### src/hdl/eas_pkg.sv
// encoder average speed: shared types and constants
// depends on nothing; used by the channel interfaces and all modules
`default_nettype none

package eas_pkg;

  localparam int AngleWidth      = 14;  // width of the angle field
  localparam int SumWidth        = 16;  // tick sum and interval count
  localparam int SpeedWidth      = 17;  // signed quotient incl. +32768
  localparam int DefaultAngleBits = 14;

  typedef enum logic [0:0] {
    OpSample = 1'b0,
    OpRead   = 1'b1
  } op_e;

  typedef logic signed [SumWidth-1:0]   sum_t;
  typedef logic signed [SpeedWidth-1:0] speed_t;

  // request to the serial divider and its answer
  typedef struct packed {
    logic start;
    sum_t dividend;
    sum_t divisor;
  } div_req_t;

  typedef struct packed {
    logic   done;
    speed_t quotient;
  } div_rsp_t;

endpackage

`default_nettype wire

### src/hdl/eas_if.sv
// encoder average speed: valid/ready channel interfaces for sample and result requests
// depends on eas_pkg
`default_nettype none

interface eas_in_if;
  import eas_pkg::*;

  logic                  valid;
  logic                  ready;
  logic [0:0]            opcode;
  logic [AngleWidth-1:0] angle;

  modport source (output valid, output opcode, output angle, input ready);
  modport sink   (input valid, input opcode, input angle, output ready);
endinterface

interface eas_out_if;
  import eas_pkg::*;

  logic                         valid;
  logic                         ready;
  logic signed [SpeedWidth-1:0] speed;
  logic                         zero_interval;

  modport source (output valid, output speed, output zero_interval, input ready);
  modport sink   (input valid, input speed, input zero_interval, output ready);
endinterface

`default_nettype wire

### src/hdl/eas_divider.sv
// encoder average speed: serial signed divider, one restoring step per cycle
// depends on eas_pkg
`default_nettype none

module eas_divider (
  input  wire logic              clk_i,
  input  wire logic              rst_ni,
  input  wire eas_pkg::div_req_t req_i,
  output eas_pkg::div_rsp_t      rsp_o
);
  import eas_pkg::*;

  localparam int CntWidth = $clog2(SumWidth);

  typedef enum logic [1:0] {
    DvIdle,
    DvRun,
    DvDone
  } dv_state_e;

  dv_state_e             state_q;
  logic [CntWidth-1:0]   step_q;
  logic                  neg_q;
  logic [SumWidth-1:0]   quo_q;
  logic [SumWidth-1:0]   rem_q;
  logic [SumWidth-1:0]   dvs_q;
  logic                  done_q;
  speed_t                quotient_q;

  logic [SumWidth:0]     trial;
  logic [SumWidth+1:0]   diff;
  logic [SumWidth-1:0]   abs_dividend;
  logic [SumWidth-1:0]   abs_divisor;

  // magnitudes fit unsigned 16 bits, the most negative value included
  assign abs_dividend = req_i.dividend[SumWidth-1] ? SumWidth'(-req_i.dividend)
                                                   : req_i.dividend;
  assign abs_divisor  = req_i.divisor[SumWidth-1] ? SumWidth'(-req_i.divisor)
                                                  : req_i.divisor;

  assign trial = {rem_q, quo_q[SumWidth-1]};
  assign diff  = {1'b0, trial} - {2'b00, dvs_q};

  always_ff @(posedge clk_i or negedge rst_ni) begin
    if (!rst_ni) begin
      state_q    <= DvIdle;
      step_q     <= '0;
      done_q     <= 1'b0;
      neg_q      <= 1'b0;
      quo_q      <= '0;
      rem_q      <= '0;
      dvs_q      <= '0;
      quotient_q <= '0;
    end else begin
      done_q <= (state_q == DvDone);
      unique case (state_q)
        DvIdle: begin
          if (req_i.start) begin
            neg_q   <= req_i.dividend[SumWidth-1] ^ req_i.divisor[SumWidth-1];
            quo_q   <= abs_dividend;
            dvs_q   <= abs_divisor;
            rem_q   <= '0;
            step_q  <= '0;
            state_q <= DvRun;
          end
        end
        DvRun: begin
          if (!diff[SumWidth+1]) begin
            rem_q <= diff[SumWidth-1:0];
            quo_q <= {quo_q[SumWidth-2:0], 1'b1};
          end else begin
            rem_q <= trial[SumWidth-1:0];
            quo_q <= {quo_q[SumWidth-2:0], 1'b0};
          end
          step_q <= step_q + 1'b1;
          if (step_q == CntWidth'(SumWidth - 1)) begin
            state_q <= DvDone;
          end
        end
        DvDone: begin
          quotient_q <= neg_q ? SpeedWidth'(-{1'b0, quo_q}) : SpeedWidth'({1'b0, quo_q});
          state_q    <= DvIdle;
        end
        default: state_q <= DvIdle;
      endcase
    end
  end

  assign rsp_o.done     = done_q;
  assign rsp_o.quotient = quotient_q;

endmodule

`default_nettype wire

### src/hdl/encoder_average_speed_core.sv
// encoder average speed: top level with tick accumulation, sequencing and result register
// depends on eas_pkg, eas_if.sv and eas_divider
`default_nettype none

// Average speed estimator for an absolute angle encoder. A sample request
// (opcode 0) takes the low ANGLE_BITS bits of the angle, forms the wrapped
// signed difference to the previous angle, adds it to a 16-bit wrapping tick
// sum and counts one interval; it gives no result and leaves the block ready.
// A read request (opcode 1) gives sum / count truncated toward zero as a
// 17-bit signed speed and clears both counters; with a zero count the speed
// is 0 and zero_interval is set. The quotient comes from a serial restoring
// divider that resolves one bit per cycle, so a read passes through 16 divide
// steps, sign fix, answer capture and output load before its result is valid,
// and the next request is taken from the cycle in which that result appears;
// a zero-count read skips the divide steps and the sign fix.
// The block takes no request while a division runs. The result sits in
// an output register, so new samples are taken while a result waits; a later
// read holds its answer until the output register is free.
module encoder_average_speed_core #(
  parameter int ANGLE_BITS = eas_pkg::DefaultAngleBits
) (
  input  wire logic  clk_i,
  input  wire logic  rst_ni,
  eas_in_if.sink     sample_i,
  eas_out_if.source  result_o
);
  import eas_pkg::*;

  typedef enum logic [1:0] {
    StIdle,   // ready for requests
    StDiv,    // divider busy
    StHold    // answer ready, waiting for the output register
  } state_e;

  state_e                  state_q;
  logic [ANGLE_BITS-1:0]   prev_q;
  sum_t                    sum_q;
  sum_t                    count_q;
  speed_t                  res_speed_q;
  logic                    res_zero_q;
  logic                    out_valid_q;
  speed_t                  out_speed_q;
  logic                    out_zero_q;

  logic                    accept;
  logic                    is_read;
  logic                    out_free;
  logic                    out_load;
  logic [ANGLE_BITS-1:0]   angle_now;
  logic [ANGLE_BITS-1:0]   angle_diff;
  sum_t                    diff_ext;
  div_req_t                div_req;
  div_rsp_t                div_rsp;

  assign sample_i.ready = (state_q == StIdle);
  assign accept         = sample_i.valid && sample_i.ready;
  assign is_read        = (sample_i.opcode == OpRead);
  assign out_free       = !out_valid_q || result_o.ready;
  // answer moves into the output register
  assign out_load       = (state_q == StHold) && out_free;

  // wrapped difference, read as a signed ANGLE_BITS value and widened
  assign angle_now  = ANGLE_BITS'(sample_i.angle);
  assign angle_diff = angle_now - prev_q;
  assign diff_ext   = SumWidth'($signed(angle_diff));

  // divider gets the operands as they stand at the read request
  assign div_req.start    = accept && is_read && (count_q != '0);
  assign div_req.dividend = sum_q;
  assign div_req.divisor  = count_q;

  eas_divider u_div (
    .clk_i  (clk_i),
    .rst_ni (rst_ni),
    .req_i  (div_req),
    .rsp_o  (div_rsp)
  );

  always_ff @(posedge clk_i or negedge rst_ni) begin
    if (!rst_ni) begin
      state_q     <= StIdle;
      prev_q      <= '0;
      sum_q       <= '0;
      count_q     <= '0;
      res_speed_q <= '0;
      res_zero_q  <= 1'b0;
      out_valid_q <= 1'b0;
      out_speed_q <= '0;
      out_zero_q  <= 1'b0;
    end else begin
      if (out_load) begin
        out_valid_q <= 1'b1;
        out_speed_q <= res_speed_q;
        out_zero_q  <= res_zero_q;
      end else if (result_o.ready) begin
        out_valid_q <= 1'b0;
      end
      unique case (state_q)
        StIdle: begin
          if (accept) begin
            if (!is_read) begin
              // sample: accumulate ticks, count the interval
              sum_q   <= sum_q + diff_ext;
              count_q <= count_q + 1'b1;
              prev_q  <= angle_now;
            end else begin
              sum_q   <= '0;
              count_q <= '0;
              if (count_q == '0) begin
                res_speed_q <= '0;
                res_zero_q  <= 1'b1;
                state_q     <= StHold;
              end else begin
                res_zero_q <= 1'b0;
                state_q    <= StDiv;
              end
            end
          end
        end
        StDiv: begin
          if (div_rsp.done) begin
            res_speed_q <= div_rsp.quotient;
            state_q     <= StHold;
          end
        end
        StHold: begin
          if (out_free) begin
            state_q <= StIdle;
          end
        end
        default: state_q <= StIdle;
      endcase
    end
  end

  assign result_o.valid         = out_valid_q;
  assign result_o.speed         = out_speed_q;
  assign result_o.zero_interval = out_zero_q;

endmodule

`default_nettype wire
### src/flat_wrapper.sv
// flat-port wrapper written by rule: the top's interface ports become plain ports
module encoder_average_speed_core_flat import eas_pkg::*;
#(
  parameter int ANGLE_BITS = eas_pkg::DefaultAngleBits
)
  (clk_i, rst_ni, sample_i_valid, sample_i_opcode, sample_i_angle, sample_i_ready, result_o_valid, result_o_speed, result_o_zero_interval, result_o_ready);
  eas_in_if sample_i_i ();
  eas_out_if result_o_i ();
  input  wire logic clk_i;
  input  wire logic rst_ni;
  input wire logic [$bits(sample_i_i.valid)-1:0] sample_i_valid;
  input wire logic [$bits(sample_i_i.opcode)-1:0] sample_i_opcode;
  input wire logic [$bits(sample_i_i.angle)-1:0] sample_i_angle;
  output wire logic [$bits(sample_i_i.ready)-1:0] sample_i_ready;
  output wire logic [$bits(result_o_i.valid)-1:0] result_o_valid;
  output wire logic [$bits(result_o_i.speed)-1:0] result_o_speed;
  output wire logic [$bits(result_o_i.zero_interval)-1:0] result_o_zero_interval;
  input wire logic [$bits(result_o_i.ready)-1:0] result_o_ready;
  assign sample_i_i.valid = sample_i_valid;
  assign sample_i_i.opcode = sample_i_opcode;
  assign sample_i_i.angle = sample_i_angle;
  assign sample_i_ready = sample_i_i.ready;
  assign result_o_valid = result_o_i.valid;
  assign result_o_speed = result_o_i.speed;
  assign result_o_zero_interval = result_o_i.zero_interval;
  assign result_o_i.ready = result_o_ready;
  encoder_average_speed_core #(.ANGLE_BITS(ANGLE_BITS)) u_core (.clk_i(clk_i), .rst_ni(rst_ni), .sample_i(sample_i_i), .result_o(result_o_i));
endmodule
### config.mk
export PLATFORM = sky130hd
export DESIGN_NAME = encoder_average_speed_core_flat
export DESIGN_NICKNAME = d
export VERILOG_FILES = /design/src/hdl/eas_pkg.sv /design/src/hdl/eas_if.sv /design/src/hdl/eas_divider.sv /design/src/hdl/encoder_average_speed_core.sv /design/src/flat_wrapper.sv
export SDC_FILE = /design/constraint.sdc
export NUM_CORES = 1
export LEC_CHECK = 0
export BUFFER_PORTS_ARGS = -buffer_cell sky130_fd_sc_hd__buf_2
export CORE_MARGIN = 2
export CORE_UTILIZATION = 57
export DETAILED_ROUTE_END_ITERATION = 7
export GPL_ROUTABILITY_DRIVEN = 0
export PLACE_DENSITY = 0.77
export SLEW_MARGIN = 20
export SYNTH_ARGS = -nofsm -noshare
export SYNTH_HDL_FRONTEND = slang
export SYNTH_HIERARCHICAL = 1
export SYNTH_SLANG_ARGS = --single-unit
### constraint.sdc
create_clock -name clk_i -period 3.1 [get_ports clk_i]
set_input_delay 0.155 -clock clk_i [delete_from_list [all_inputs] [get_ports clk_i]]
set_output_delay 0.155 -clock clk_i [all_outputs]
set_load 0.1 [all_outputs]
==> flow_summary.json, run 1 <==
{
  "die_area_um2": 17800,
  "synth_area_um2": 9560,
  "p_leak_nw": 5.18,
  "worst_pin_slew_ns": 1.01,
  "ys_top_cells_by_count": "dfrtp_1 (158), o21ai_0 (127), nand2_1 (116)",
  "grt_max_degree": 79,
  "slew_violations": 0,
  "ys_warn_count": 6,
  "multi_input_area_um2": 5350,
  "die_x_um": 133,
  "io_pins": 39,
  "violations": "negative setup slack",
  "worst_slack_ns": -0.395,
  "cts_tree": "built",
  "r2r_slack_ns": -0.40,
  "cts_sinks": 158,
  "syn2layout_area_growth_pct": 18.7,
  "cts_made_buffers": 17,
  "place_hpwl_um": 14600,
  "drt_iter0_markers": 563,
  "status": "complete, but fails checks",
  "required_ns": 3.43,
  "core_um2": 16500,
  "peakVddDrop_mv": 0.733,
  "clock_path_buffers": 2,
  "antenna_left": 0,
  "wirelength_um": 21800,
  "grt_pass1_vias": 7533,
  "cts.reportedPaths.clkPinSlew_ns": 0.07,
  "timing.fmax_mhz": 286,
  "register_area_um2": 3950,
  "path_class": "reg -> reg",
  "nFillCells": 1235,
  "worstPathMaxFanout": 3,
  "grtUsageTotal": 0.249,
  "via_per_inst": 5.89,
  "slew_headroom": 0.326,
  "syn_inst": 1034,
  "yosysTopAreaCellShare": 0.414,
  "ys_seq_area_frac": 0.414,
  "grt_pass1_wl_um": 36000,
  "hold_class": "in -> reg",
  "clk_latency_ns": 0.44,
  "htree_levels": 4,
  "drive_gt1_frac": 0.196,
  "yosys.area.top_type": "dfrtp_1",
  "async_flop_share": 1.00,
  "arrival_ns": 3.82,
  "firstDrtPassIters": 5,
  "std_cell_rows": 47,
  "vias": 8016,
  "synth_cell_types": 79,
  "grt_overflow": 0,
  "port_buffers": 38,
  "antenna_cells": 0,
  "antenna_found_initial": 0,
  "synth.area.top_cells": "dfrtp_1 (41%), ha_1 (6.7%), o21ai_0 (6.7%)",
  "clock_skew_ns": 0.0113,
  "fin_crit_ns": 3.50,
  "initial_core_util": 0.580,
  "die_h_um": 133,
  "ys.flop_type": "dfrtp_1",
  "synth_seq_cells": 158,
  "synth-edff-count": 0,
  "post-synth-top-count-cell": "dfrtp_1",
  "clock-root-buffer": "clkbuf_16",
  "rsz0062_at_grt": "yes",
  "synthesis.nets": 1107,
  "hold_viol": 0,
  "syn_area_per_cell_um2": 9.24,
  "critical_path.endpoint_type": "register",
  "nets": 1200,
  "dp_slack_ns": -0.361,
  "drc": 0,
  "powerDensity_nw_per_um2": 1280,
  "fin_crit_sh": 1.13,
  "wl_per_cell_um": 16.1,
  "crit_path_start_kind": "register",
  "setup_violations": 8,
  "cap_viol_max_count": 0,
  "hold_ws_ns": 0.0939
}
[metal layers]
| metal | track usage | wire (um) |
|---|---|---|
| met1 | 0.331 | 9850 |
| met4 | 0.0709 | 446 |
| met5 | 0 | 0 |
| met3 | 0.0445 | 988 |
| met2 | 0.420 | 10500 |
[path summary, 6_finish.rpt]
kind                                                         start                                 endpoint  cells after the start
max                                   u_core/prev_q[0]$_DFFE_PN0P_             u_core/sum_q[12]$_DFFE_PN0P_                     17
min                                                 result_o_ready        u_core/result_o.valid$_DFFE_PN0P_                      3
max reg2reg                           u_core/prev_q[0]$_DFFE_PN0P_             u_core/sum_q[12]$_DFFE_PN0P_                     17
min reg2reg                u_core/u_div/quotient_q[12]$_DFFE_PN0P_  u_core/u_div/quotient_q[12]$_DFFE_PN0P_                      2
max in group asynchronous                                   rst_ni             u_core/prev_q[5]$_DFFE_PN0P_                      3
min in group asynchronous                                   rst_ni       u_core/u_div/rem_q[10]$_DFFE_PN0P_                      2
[where the power goes]
group          switching, mW  leakage, nW  internal (mW)
Sequential             0.742         2.02           2.85
Clock                  0.978        0.293           1.09
Combinational           4.99         2.87           3.86
Total                   6.71         5.18           7.79
[cell usage in the layout (no fill, tap or decap), types with 34 or more instances in the layout]
master	count
buf_2	37
buf_4	66
dfrtp_1	158
ha_1	48
inv_1	69
nand2_1	115
nand3_1	37
o21ai_0	119
xnor2_1	34
xor2_1	45
[critical path: stages (launching register included)]
cell and delay [ns]:
dfrtp_1 0.38, ha_2 0.19, fa_2 0.36, nor2b_2 0.14, o21ai_1 0.06, nand2b_1 0.11, a21oi_2 0.08, buf_4 0.13
o21ba_4 0.23, xnor2_4 0.15, ha_4 0.17, a211o_1 0.34, a211oi_2 0.33, buf_4 0.18, o211ai_1 0.10, o211ai_1 0.15
xnor2_1 0.11, a22o_1 0.18
[cell type report]
| type | count | share of cell area |
|---|---|---|
| timing repair buffer | 125 | 0.0809 |
| sequential | 158 | 0.348 |
| multi-input combinational | 756 | 0.471 |
| tap | 220 | 0.0243 |
| clock buffer | 17 | 0.0375 |
| inverter | 69 | 0.0228 |
| clock inverter | 15 | 0.0146 |
[what timing repair did]
action | in CTS | in global routing
resized for setup | 14 | 32
buffers inserted | 10 | 4
hold buffers | 15 | 0
pin swaps | 12 | 26
setup endpoints to repair | 6 | 9
hold endpoints to repair | 89 | 0
[sequential cells by signal, summed over array words and instances, names as in the netlist, 14 cells and up]
signal                   flops
u_core/result_o.speed       17
u_core/sum_q                16
u_core/u_div/dvs_q          16
u_core/prev_q               14
u_core/res_speed_q          17
u_core/count_q              16
u_core/u_div/quo_q          16
u_core/u_div/rem_q          16
u_core/u_div/quotient_q     17
[per-stage QoR]
step	utilization	cells	TNS [ns]	instance area [um^2]	power [mW]
after CTS	0.679	1359	-1.20	11200	13.8
final	0.689	1360	-2.11	11300	14.5
after global placement	0.627	1302	-1.10	10300	11.1
after floorplan	-	1034	-0.132	9580	9.30
after global routing	0.689	1360	-3.38	11300	15.5
after detailed placement	0.627	1302	-1.75	10300	11.4
[logic make-up (layout without fill, tap and decap cells)]
| logic type | count (synthesis) | in the layout | share of synthesized area |
|---|---|---|---|
| muxes | 27 | 27 | 0.0312 |
| xor gates and xnor gates | 82 | 82 | 0.0767 |
| buffers and inverters | 120 | 226 | 0.0483 |
| and+or+nand+nor | 302 | 302 | 0.158 |
| DFF | 158 | 158 | 0.414 |
| adders and majority gates | 54 | 54 | 0.0730 |
| AOI/OAI and AO/OA | 291 | 291 | 0.199 |
Note: power is estimated with default switching activity, not from simulation.
==> run 2: changes to the inputs <==
- CORE_UTILIZATION: 57 -> 35
- CTS_BUF_LIST: default -> sky130_fd_sc_hd__clkbuf_4 sky130_fd_sc_hd__clkbuf_8 sky130_fd_sc_hd__clkbuf_16
- PLACE_DENSITY: 0.77 -> default
==> run 2 against run 1 <==
Compared with the run above: the run still ends with negative setup slack left; first-iteration DRC count is 0.18% higher; largest cell class unchanged; via count is 4.0% lower; cell area up 1.6%; utilization decreased by 26 points.
==> flow_summary.json, run 2 (same netlist as run 1, synthesis figures left out) <==
{
  "die_x_um": 169,
  "antenna_found_initial": 0,
  "port_buffers": 38,
  "worst_slack_ns": -0.395,
  "std_cell_rows": 60,
  "dp_slack_ns": -0.337,
  "slew_violations": 0,
  "p_total_mw": 14.3,
  "fin_crit_ns": 3.50,
  "setup_violations": 7,
  "layout_common_cells": "dfrtp_1 (158), o21ai_0 (119), nand2_1 (115), inv_1 (68), buf_4 (63)",
  "place_area_um2": 10500,
  "initial_core_util": 0.356,
  "fin_setup_tns_ns": -1.93,
  "antenna_cells": 0,
  "peakVddDrop_mv": 0.616,
  "drt_iter0_markers": 564,
  "stdcell_count": 1478,
  "timing.fmax_mhz": 286,
  "grt_pass1_vias": 7324,
  "vias": 7695,
  "wirelength_um": 21400,
  "hold_viol": 0,
  "required_ns": 3.41,
  "critical_path.endpoint_type": "register",
  "clk_latency_ns": 0.43,
  "drive_gt1_frac": 0.196,
  "path_class": "reg -> reg",
  "via_per_inst": 5.21,
  "arrival_ns": 3.81,
  "final_util": 0.429,
  "worst_pin_slew_ns": 0.926,
  "wl_per_cell_um": 14.5,
  "hold_depth": 3,
  "violations": "negative setup slack",
  "grtUsageTotal": 0.152,
  "cap_viol_max_count": 0,
  "die_h_um": 169,
  "dp_cells": 1421,
  "clock_skew_ns": 0.0161,
  "hold_ws_ns": 0.0977,
  "powerDensity_nw_per_um2": 1240,
  "crit_path_start_kind": "register",
  "firstDrtPassIters": 5,
  "cts_sinks": 158,
  "hold_class": "in -> reg",
  "antenna_left": 0,
  "cts.reportedPaths.clkPinSlew_ns": 0.07,
  "fin_area_um2": 11500,
  "clock-root-buffer": "clkbuf_16",
  "core_um2": 26900,
  "grt_pass1_wl_um": 36000,
  "slew_headroom": 0.383,
  "cts_made_buffers": 17,
  "htree_levels": 4,
  "rsz0062_at_grt": "yes",
  "fin_crit_sh": 1.13,
  "syn2layout_area_growth_pct": 20.6,
  "grt_overflow": 0,
  "place_hpwl_um": 14800,
  "clock_path_buffers": 2,
  "grt_max_degree": 159,
  "io_pins": 39,
  "p_leak_nw": 5.18,
  "drc": 0,
  "die_area_um2": 28600,
  "status": "complete, but fails checks",
  "r2r_cells": 16,
  "cts_tree": "built",
  "layout_commonest_cell": "dfrtp_1",
  "nets": 1197,
  "worstPathMaxFanout": 3
}
==> run 2: critical path, cell delays in order, from the launching register on <==
cell and delay, ns:
dfrtp_1 0.38, ha_2 0.19, fa_2 0.35, nor2b_1 0.14, o21ai_1 0.07, nand2b_1 0.11, a21oi_2 0.08, o21ai_2 0.12
a21o_1 0.16, mux2i_1 0.19, nand4_1 0.17, ha_4 0.31, and2_4 0.13, and3_4 0.20, a31oi_4 0.08, xor3_1 0.39
a221o_1 0.30
==> run 2: area by class of cell <==
type | instances | area (um^2)
inverter | 69 | 259
clock inverter | 15 | 193
timing repair buffer | 122 | 905
tap | 341 | 427
multi-input combinational | 756 | 5370
sequential | 158 | 3950
clock buffer | 17 | 425
fill | 2618 | 15300
==> run 2: path summary, 6_finish.rpt <==
| check | slack (ns) | start | to |
|---|---|---|---|
| worst max-delay path | -0.40 | u_core/prev_q[0]$_DFFE_PN0P_ | u_core/sum_q[15]$_DFFE_PN0P_ |
| worst min-delay path | 0.1 | result_o_ready | u_core/result_o.valid$_DFFE_PN0P_ |
| worst max register to register | -0.40 | u_core/prev_q[0]$_DFFE_PN0P_ | u_core/sum_q[15]$_DFFE_PN0P_ |
| worst min register to register | 0.48 | u_core/u_div/dvs_q[11]$_DFFE_PN0P_ | u_core/u_div/dvs_q[11]$_DFFE_PN0P_ |
| max in group asynchronous | 2.01 | rst_ni | u_core/u_div/quotient_q[3]$_DFFE_PN0P_ |
| min in group asynchronous | 0.40 | rst_ni | u_core/u_div/rem_q[12]$_DFFE_PN0P_ |
==> run 2: routing by layer <==
metal / share of wire / track usage
met1: 0.49 / 0.207
met2: 0.46 / 0.245
met3: 0.030 / 0.0303
met4: 0.017 / 0.0435
met5: 0 / 0
==> run 2: timing repair <==
item,CTS,global route
endpoints found under the hold margin,172,0
hold buffers,15,0
gates resized for setup,15,30
pin swaps,13,33
cloned,0,0
setup endpoints to repair,6,9
buffers inserted,4,9
==> run 2: power breakdown <==
| group | internal, mW | switching, mW |
|---|---|---|
| logic | 3.86 | 4.79 |
| registers | 2.84 | 0.734 |
| clock network | 1.10 | 1.01 |
